===== src/rtl/msa_pkg.sv =====
// Shared constants, codes and types for the multi-stack shared array.
package msa_pkg;

   localparam int NUM_STACKS = 3;
   localparam int MAX_DEPTH  = 256;

   localparam int DATA_W   = 32;
   localparam int OP_W     = 2;
   localparam int SEL_W    = 2;
   localparam int STATUS_W = 2;
   localparam int CAP_W    = 9;

   localparam logic [CAP_W-1:0] CAP_RESET = CAP_W'(256);

   localparam int CNT_W     = $clog2(MAX_DEPTH + 1);
   localparam int CMP_W     = (CNT_W > CAP_W) ? CNT_W : CAP_W;
   localparam int MEM_DEPTH = NUM_STACKS * MAX_DEPTH;
   localparam int ADDR_W    = (MEM_DEPTH > 1) ? $clog2(MEM_DEPTH) : 1;
   localparam int STK_W     = (NUM_STACKS > 1) ? $clog2(NUM_STACKS) : 1;

   typedef enum logic [OP_W-1:0] {
      OP_PUSH  = 2'd0,
      OP_POP   = 2'd1,
      OP_PEEK  = 2'd2,
      OP_QUERY = 2'd3
   } op_type;

   typedef enum logic [STATUS_W-1:0] {
      ST_OK    = 2'd0,
      ST_FULL  = 2'd1,
      ST_EMPTY = 2'd2
   } status_type;

   // Operation that has been accepted and waits for the response register (and for read data, if it reads).
   typedef struct packed {
      logic       valid;
      logic       is_read;
      status_type status;
      logic       now_empty;
   } issue_type;

endpackage


===== src/rtl/msa_ctrl.sv =====
// Stack counts, full/empty decisions and memory address generation.
module msa_ctrl (
   input  logic                               clock,
   input  logic                               reset,
   input  logic                               req_valid,
   output logic                               req_ready,
   input  logic        [msa_pkg::OP_W-1:0]    operation,
   input  logic        [msa_pkg::SEL_W-1:0]   stack_select,
   input  logic        [msa_pkg::CAP_W-1:0]   capacity,
   input  logic                               advance,
   output msa_pkg::issue_type                 issue,
   output logic                               mem_we,
   output logic                               mem_re,
   output logic        [msa_pkg::ADDR_W-1:0]  mem_addr
);

   logic [msa_pkg::CNT_W-1:0] counts_ff [msa_pkg::NUM_STACKS];
   msa_pkg::issue_type        issue_ff;
   msa_pkg::issue_type        issue_in;

   logic                        accept;
   logic                        sel_ok;
   logic [msa_pkg::STK_W-1:0]   idx;
   logic [msa_pkg::CNT_W-1:0]   cnt;
   logic [msa_pkg::CNT_W-1:0]   cnt_in;
   logic [msa_pkg::CNT_W-1:0]   slot;
   logic [msa_pkg::CMP_W-1:0]   eff_cap;
   logic                        full;
   logic                        do_write;
   logic                        do_read;
   msa_pkg::status_type         status;
   msa_pkg::op_type             op;

   assign req_ready = !issue_ff.valid || advance;
   assign accept    = req_valid && req_ready;
   assign op        = msa_pkg::op_type'(operation);
   assign sel_ok    = int'(stack_select) < msa_pkg::NUM_STACKS;
   assign idx       = msa_pkg::STK_W'(stack_select);
   assign cnt       = sel_ok ? counts_ff[idx] : '0;

   // saturate capacity into 1..MAX_DEPTH
   always_comb begin
      if (capacity == '0) begin
         eff_cap = msa_pkg::CMP_W'(1);
      end else if (msa_pkg::CMP_W'(capacity) > msa_pkg::CMP_W'(msa_pkg::MAX_DEPTH)) begin
         eff_cap = msa_pkg::CMP_W'(msa_pkg::MAX_DEPTH);
      end else begin
         eff_cap = msa_pkg::CMP_W'(capacity);
      end
   end

   assign full = msa_pkg::CMP_W'(cnt) >= eff_cap;

   always_comb begin
      status   = msa_pkg::ST_OK;
      cnt_in   = cnt;
      slot     = cnt;
      do_write = 1'b0;
      do_read  = 1'b0;
      if (sel_ok) begin
         unique case (op)
            msa_pkg::OP_PUSH: begin
               if (full) begin
                  status = msa_pkg::ST_FULL;
               end else begin
                  do_write = 1'b1;
                  cnt_in   = cnt + msa_pkg::CNT_W'(1);
               end
            end
            msa_pkg::OP_POP, msa_pkg::OP_PEEK: begin
               if (cnt == '0) begin
                  status = msa_pkg::ST_EMPTY;
               end else begin
                  do_read = 1'b1;
                  slot    = cnt - msa_pkg::CNT_W'(1);
                  if (op == msa_pkg::OP_POP) begin
                     cnt_in = cnt - msa_pkg::CNT_W'(1);
                  end
               end
            end
            msa_pkg::OP_QUERY: begin
            end
         endcase
      end else begin
         unique case (op)
            msa_pkg::OP_PUSH:                  status = msa_pkg::ST_FULL;
            msa_pkg::OP_POP, msa_pkg::OP_PEEK: status = msa_pkg::ST_EMPTY;
            msa_pkg::OP_QUERY:                 status = msa_pkg::ST_OK;
         endcase
      end
   end

   // partitions sit at a fixed stride of MAX_DEPTH
   assign mem_addr = msa_pkg::ADDR_W'(idx) * msa_pkg::ADDR_W'(msa_pkg::MAX_DEPTH)
                   + msa_pkg::ADDR_W'(slot);
   assign mem_we   = accept && do_write;
   assign mem_re   = accept && do_read;

   always_comb begin
      issue_in.valid     = accept;
      issue_in.is_read   = do_read;
      issue_in.status    = status;
      issue_in.now_empty = (cnt_in == '0);
   end

   always_ff @(posedge clock) begin
      if (reset) begin
         for (int i = 0; i < msa_pkg::NUM_STACKS; i++) begin
            counts_ff[i] <= '0;
         end
         issue_ff <= '0;
      end else begin
         if (accept && sel_ok) begin
            counts_ff[idx] <= cnt_in;
         end
         if (req_ready) begin
            issue_ff <= issue_in;
         end
      end
   end

   assign issue = issue_ff;

endmodule


===== config.mk =====
export PLATFORM = sky130hd
export DESIGN_NAME = msa_ctrl
export DESIGN_NICKNAME = d
export VERILOG_FILES = /design/src/rtl/msa_pkg.sv /design/src/rtl/msa_ctrl.sv
export SDC_FILE = /design/constraint.sdc
export NUM_CORES = 1
export LEC_CHECK = 0
export BUFFER_PORTS_ARGS = -buffer_cell sky130_fd_sc_hd__buf_2
export CAP_MARGIN = 20
export CORE_MARGIN = 4
export CORE_UTILIZATION = 50
export DETAILED_ROUTE_END_ITERATION = 10
export GPL_TIMING_DRIVEN = 0
export PLACE_DENSITY = 0.81
export SLEW_MARGIN = 20
export SYNTH_ARGS = -nofsm -noshare
export SYNTH_HDL_FRONTEND = slang
export SYNTH_SLANG_ARGS = --single-unit

===== constraint.sdc =====
create_clock -name clock -period 6.9 [get_ports clock]
set_input_delay 0.69 -clock clock [delete_from_list [all_inputs] [get_ports clock]]
set_output_delay 0.69 -clock clock [all_outputs]
set_load 0.02 [all_outputs]

# Word level (Yosys, flattened, before mapping)
# Memory sizes are Yosys's and may differ from the RTL's.
# Cells that the tools add are included.
[op_classes] n_mux=30 n_lt_le_gt_ge=3 reduce_logical=12 addsub=3 eq_ne=3
[ops] operator="2-to-1 mux 9 bit" count=11
[ops] operator="zero test 9 bit" count=3
[ops] operator="case mux 9 bit (2 select lines)" count=1
[ops] operator="2-to-1 mux 1 bit" count=13
[ops] operator="adder 10 x 9 -> 10 bit" count=1
[ops] operator="adder 9 x 1 -> 9 bit, second input constant" count=1
[ops] operator=">= comparator 9 bit" count=1
[ops] operator="greater-than comparator 9 bit, second input constant" count=1
[ops] operator="OR reduction 9 bit" count=1
[ops] operator="subtractor 9 x 1 -> 9 bit, second input constant" count=1
[ops] operator="2-to-1 mux 2 bit" count=3
[ops] operator="case mux 2 bit (3 select lines)" count=1
[ops] operator="equality test 2 bit, second input constant" count=2
[ops] operator="logical AND 1 bit" count=4
[ops] operator="case mux 2 bit (2 select lines)" count=1
[ops] operator="equality test 2 x 1 -> 1 bit, second input constant" count=1
[ops] operator="zero test 2 bit" count=1
[ops] operator="< comparator 2 bit, second input constant" count=1
[ops] operator="OR reduction 2 bit" count=1
[ops] operator="zero test 1 bit" count=1
[ops] operator="logical OR 1 bit" count=1
[totals] memories=1 in_bits=17 wordCells=56 mem_bits_rw=27 out_inout_bits=18 regBits=5
[memory_table] name="counts_ff" words=3 width=9 rd=1 rd_clocked_by_memory_dff=0 write_ports=3 line="msa_ctrl.sv:17" rtl="logic [msa_pkg::CNT_W-1:0] counts_ff [msa_pkg::NUM_STACKS];"

# Logic depth before layout (Yosys ltp)
[logic_depth] ltp_word=9 ltp_mapped=15 depth_no_buf=12

# Worst setup path before layout
# OpenSTA, ideal clock, no wires.
[synth_path] path_type="input to output" from="input port stack_select[1] in the netlist's numbering" to="output port mem_we" path_buffers=3 path_stages=11 t_arrival_ns=3.518 slack_ns=2.692 path_cell_list="buf_6 -> buf_2 -> mux2i_1 -> a2bb2oi_1 -> inv_1 -> ha_1 -> a2111o_1 -> a31oi_1 -> clkbuf_1 -> nand2_1 -> nor3_1"
[synth_via] elab_chain_len=7 elab_cells_between_ends=8 cone_classes="order compare: 2; mux: 4; reduce/logical: 1; memory: 1"
[synth_lines] element="from (decl)" line="msa_ctrl.sv:8" rtl="input logic [msa_pkg::SEL_W-1:0] stack_select,"
[synth_lines] element="memory (3 x 9 bit) / < comparator 2 bit (equally long branches)"
[synth_lines] element="2-to-1 mux 9 bit" line="msa_ctrl.sv:39" rtl="assign cnt = sel_ok ? counts_ff[idx] : '0;"
[synth_lines] element=">= comparator 9 bit" line="msa_ctrl.sv:52" rtl="assign full = msa_pkg::CMP_W'(cnt) >= eff_cap;"
[synth_lines] element="2-to-1 mux 1 bit" line="msa_ctrl.sv:63" rtl="if (full) begin"
[synth_lines] element="2-to-1 mux 1 bit" line="msa_ctrl.sv:61" rtl="unique case (op)"
[synth_lines] element="2-to-1 mux 1 bit (*)" line="msa_ctrl.sv:60" rtl="if (sel_ok) begin"
[synth_lines] element="logical AND 1 bit (*)" line="msa_ctrl.sv:96" rtl="assign mem_we = accept && do_write;"
[synth_lines] element="to (decl)" line="msa_ctrl.sv:12" rtl="output logic mem_we,"
# Every way passes the cells marked *; elsewhere a longest branch is shown, timed or not.

# Worst setup path after layout
[layout_path] from="input port stack_select[1] in the netlist's numbering" to="register issue_ff, in the netlist issue[0]"
[layout_via] elab_chain_len=8 elab_cells_between_ends=13 cone_classes="add/sub: 2; order compare: 2; mux: 6; reduce/logical: 2; memory: 1"
[layout_lines] element="memory (3 x 9 bit) / < comparator 2 bit (equally long branches)"
[layout_lines] element="2-to-1 mux 9 bit" line="msa_ctrl.sv:39"
[layout_lines] element="subtractor 9 x 1 -> 9 bit" line="msa_ctrl.sv:77" rtl="cnt_in = cnt - msa_pkg::CNT_W'(1);"
[layout_lines] element="2-to-1 mux 9 bit" line="msa_ctrl.sv:76" rtl="if (op == msa_pkg::OP_POP) begin"
[layout_lines] element="2-to-1 mux 9 bit" line="msa_ctrl.sv:71" rtl="if (cnt == '0) begin"
[layout_lines] element="case mux 9 bit (2 select lines)" line="msa_ctrl.sv:61"
[layout_lines] element="2-to-1 mux 9 bit (*)" line="msa_ctrl.sv:60"
[layout_lines] element="zero test 9 bit (*)" line="msa_ctrl.sv:103" rtl="issue_in.now_empty = (cnt_in == '0);"
[layout_lines] element="to (signal assigned)" line="msa_ctrl.sv:117" rtl="issue_ff <= issue_in;"
[layout_lines] element="to (decl)" line="msa_ctrl.sv:18" rtl="msa_pkg::issue_type issue_ff;"
# Marked as above.
# A chain may end at the register's enable or synchronous reset.

==> results.yml <==
setup_path:
  r2r-end: "issue[0]$_SDFFE_PP0N_"
  cp_data_arrival_time_ns: 5.24
  criticalPathCategory: "input pin to flop"
  setup.worst_path.end_class: "flop"
  worstPathMaxFanout: 10
  timing.reg2reg.worst_path_depth: 11
  r2r_setup_slack_ns: 2.37
  crit-reg2reg-launch: "counts_ff[2][2]$_SDFFCE_PN0P_"
  cp_data_required_time_ns: 7.10
  kind_of_start_point_of_the_critical_path: "input pin"
synth:
  synth_async_sr_flop_share_pct: 0
  netlist.top_cell.by_area: "sky130_fd_sc_hd__edfxtp_1"
  post_synth_main_area_contributors: "sky130_fd_sc_hd__edfxtp_1 32%, sky130_fd_sc_hd__ha_1 7.5%, sky130_fd_sc_hd__nor2_1 7.1%, sky130_fd_sc_hd__mux2i_1 5.2%, sky130_fd_sc_hd__nand2_1 4.7%"
  average_cell_area_after_synthesis_um2: 8.49
  synth.distinct_cells: 54
  yosys_register_bits: 32
  synthesis.instances: 294
  count_of_synthesis_stage_warnings_from_yosys: 0
  synth_edf_count: 27
  yosys.area.top_type_share_pct: 32.5
  synth_area_mm2: 0.00250
  synthFlopType: "sky130_fd_sc_hd__edfxtp_1"
  synth_seq_area_share_pct: 36.5
  synthesis.nets: 326
cells_and_area:
  final_cells: 402
  count_of_antenna_diodes_in_the_layout: 0
  finish.utilization_pct: 59.1
  drive_gt1_share_pct: 17.0
  area.growth.synth_to_final_pct: 13.3
  filler_cell_count: 426
  final_design_area_no_fill_mm2: 0.00283
  layout.nets: 366
power_and_ir_drop:
  power_frac_clock_pct: 25.7
  ir_worst_vdd_uv: 92.0
  total_leakage_power_nw: 1.20
  combPwrFrac_pct: 31.9
  internal_power_mw: 0.343
  power.share.switching_pct: 34.5
  total_power_density_per_cell_area_mw_per_mm2: 185
  power.net_switching_mw: 0.181
  power.sequential.fraction_pct: 42.4
routing:
  detailedRoute.firstIterationViolations: 362
  drt_first_pass_iters: 5
  wire_per_inst_um: 16.6
  antenna_violating_nets_post_route: 0
  total_routed_length_mm: 6.68
  route.vias.total: 2410
  number_of_vias_per_cell_after_detailed_routing: 6.00
  drt_drc_violations_left: 0
timing:
  finalWorstSetupSlack_ns: 1.86
  hold_viol: 0
  skew_ns: 0.00396
  slew-limit-headroom_pct: 30.4
  finalWorstPathRequiredPeriod_ns: 5.04
  min_period_over_period_pct: 73.0
  setup-tns-final_ns: 0
  final_number_of_max_transition_violations: 0
  timing_worst_slew_pin_value_ns: 1.03
  grt_setup_unrepaired: "no"
  report.final.setup_viol: 0
  maxClockFrequency_ghz: 0.198
placed_design:
  place.detailed.instances: 394
  hpwl_mm: 5.10
  globalplace.congestion: 0.974
  pre_cts_slack_ns: 1.71
  placedInstanceArea_mm2: 0.00275
  portBuffers: 33
clock_tree:
  clock_latency_ns: 0.28
  cts-root-to-sink-buffers: 2
  post_cts_repair_resize_count: 0
  cts_root_buf: "sky130_fd_sc_hd__clkbuf_8"
  ctsHoldBuffers: 0
  cts_buffers: 5
  post-cts-setup-buffers: 0
  cts_tree: "built"
  cts_max_level: 2
  clock_sink_count: 32
  clk_pin_slew_worst_paths_ns: 0.06
floorplanning:
  floorplan.rows: 25
  num_io_pins: 35
  horiz_die_dim_um: 78.7
  design.core.area_mm2: 0.00479
  die-area_mm2: 0.00619
  floorplan.initialDensity_pct: 52.2
  die-height_um: 78.7
min_path:
  whs_path_depth: 2
  timing.hold.worst_endpoint: "issue[2]$_SDFFE_PP0N_"
  timing.hold.worst.class: "flop to flop"
  holdCritStartpoint: "issue[2]$_SDFFE_PP0N_"
grt:
  first_global_vias: 2251
  overall_fraction_of_global_route_tracks_in_use_pct: 22.2
  grt.overflow.total: 0
  grt_antenna_before_repair: 0
  grt_max_degree: 11
  grt_pass1_wl_mm: 10.7
run:
  cap_violations: 0
status:
  run_status: "completed"
## layer usage
| metal | wire length, um | part of all wire, % | vias up | global-route usage (%) |
|---|---|---|---|---|
| met5 | 0 | 0 | - | 0 |
| met4 | 94 | 1.4 | 0 | 7.69 |
| met3 | 562 | 8.4 | 12 | 3.67 |
| met2 | 3240 | 48 | 124 | 37.2 |
| met1 | 2790 | 42 | 1114 | 29.0 |
| li1 | - | - | 1160 | - |
## per-stage QoR
step | hold slack [ns] | power (mW)
after floorplan | 0.530 | 0.342
after global placement | 0.437 | 0.387
after detailed placement | 0.451 | 0.390
after CTS | 0.458 | 0.522
after global routing | 0.480 | 0.548
final | 0.457 | 0.524
## cell usage after synthesis, types with 3 or more instances
library cell and instances:
sky130_fd_sc_hd__nand2_1 31, sky130_fd_sc_hd__dfxtp_1 5, sky130_fd_sc_hd__o22ai_1 4, sky130_fd_sc_hd__nand3_1 11, sky130_fd_sc_hd__inv_2 3, sky130_fd_sc_hd__and2_1 3, sky130_fd_sc_hd__nor2_1 47, sky130_fd_sc_hd__inv_1 13
sky130_fd_sc_hd__o21ai_0 11, sky130_fd_sc_hd__mux2i_1 13, sky130_fd_sc_hd__and3_1 5, sky130_fd_sc_hd__nand2b_1 10, sky130_fd_sc_hd__a31oi_1 4, sky130_fd_sc_hd__nor3_1 5, sky130_fd_sc_hd__a21oi_1 19, sky130_fd_sc_hd__nand4_1 7
sky130_fd_sc_hd__edfxtp_1 27, sky130_fd_sc_hd__a2bb2oi_1 7, sky130_fd_sc_hd__ha_1 15, sky130_fd_sc_hd__clkbuf_1 9
## power groups by stage
stage,Combinational [mW],Clock [mW],Sequential [mW]
after floorplan,0.114,0,0.228
after CTS,0.164,0.136,0.222
final,0.167,0.135,0.222
after global routing,0.181,0.144,0.223
after detailed placement,0.164,0,0.226
after global placement,0.162,0,0.226
## state kept, by name, indices dropped and copies added, names as in the netlist
name       flops
issue          5
counts_ff     27
## worst max path at each step
stage	to	cells after the start	start	slack (ns)
finish	issue[0]$_SDFFE_PP0N_	13	stack_select[1]	1.86
global route	issue[0]$_SDFFE_PP0N_	13	stack_select[1]	1.68
CTS	issue[0]$_SDFFE_PP0N_	13	stack_select[1]	1.99
detailed placement	issue[0]$_SDFFE_PP0N_	13	stack_select[1]	1.71
global placement	issue[0]$_SDFFE_PP0N_	13	stack_select[1]	1.72
floorplan	mem_we	11	stack_select[1]	2.69
## final cells by class
cell class,count,area [um^2],share of cell area (%)
Buffer,15,77.6,2.74
Clock buffer,5,68.8,2.43
Clock inverter,3,13.8,0.487
Inverter,18,67.6,2.39
Multi-Input combinational cell,229,1440,51.0
Sequential cell,32,911,32.2
Tap cell,67,83.8,2.96
Timing Repair Buffer,33,165,5.84
## cell usage in the layout (no fill, tap or decap), types with 4 or more instances in the layout
cell type and n:
sky130_fd_sc_hd__buf_2 35, sky130_fd_sc_hd__a31oi_1 4, sky130_fd_sc_hd__mux2i_1 13, sky130_fd_sc_hd__o22ai_1 4, sky130_fd_sc_hd__clkbuf_1 9, sky130_fd_sc_hd__edfxtp_1 27, sky130_fd_sc_hd__nor3_1 5, sky130_fd_sc_hd__a21oi_1 19
sky130_fd_sc_hd__o21ai_0 11, sky130_fd_sc_hd__and3_1 5, sky130_fd_sc_hd__clkbuf_8 5, sky130_fd_sc_hd__inv_1 13, sky130_fd_sc_hd__nand2_1 31, sky130_fd_sc_hd__nand2b_1 10, sky130_fd_sc_hd__nand4_1 7, sky130_fd_sc_hd__nand3_1 11
sky130_fd_sc_hd__dfxtp_1 5, sky130_fd_sc_hd__ha_1 15, sky130_fd_sc_hd__a2bb2oi_1 7, sky130_fd_sc_hd__nor2_1 47
## cell families after synthesis
group | count (synthesis) | share of synthesized area (%)
XOR/XNOR | 3 | 1.05
buffers and inverters | 33 | 5.81
multiplexers | 13 | 5.21
AO/OA/AOI/OAI | 68 | 19.3
flip-flops | 32 | 36.5
adder cells (fa/ha/maj) | 15 | 7.52
AND/OR/NAND/NOR | 130 | 24.6
## worst max-delay path, cell delays in order
cell and delay, ns:
sky130_fd_sc_hd__buf_6 0.11, sky130_fd_sc_hd__buf_2 0.27, sky130_fd_sc_hd__mux2i_1 0.22, sky130_fd_sc_hd__a2bb2oi_1 0.67
sky130_fd_sc_hd__inv_1 0.31, sky130_fd_sc_hd__ha_1 0.31, sky130_fd_sc_hd__a2111o_1 0.38, sky130_fd_sc_hd__a31oi_1 0.32
sky130_fd_sc_hd__clkbuf_1 0.41, sky130_fd_sc_hd__a21oi_1 0.13, sky130_fd_sc_hd__o41ai_1 0.91, sky130_fd_sc_hd__nand4_1 0.24
sky130_fd_sc_hd__o31ai_2 0.25
Power figures use the tool's default switching activity.
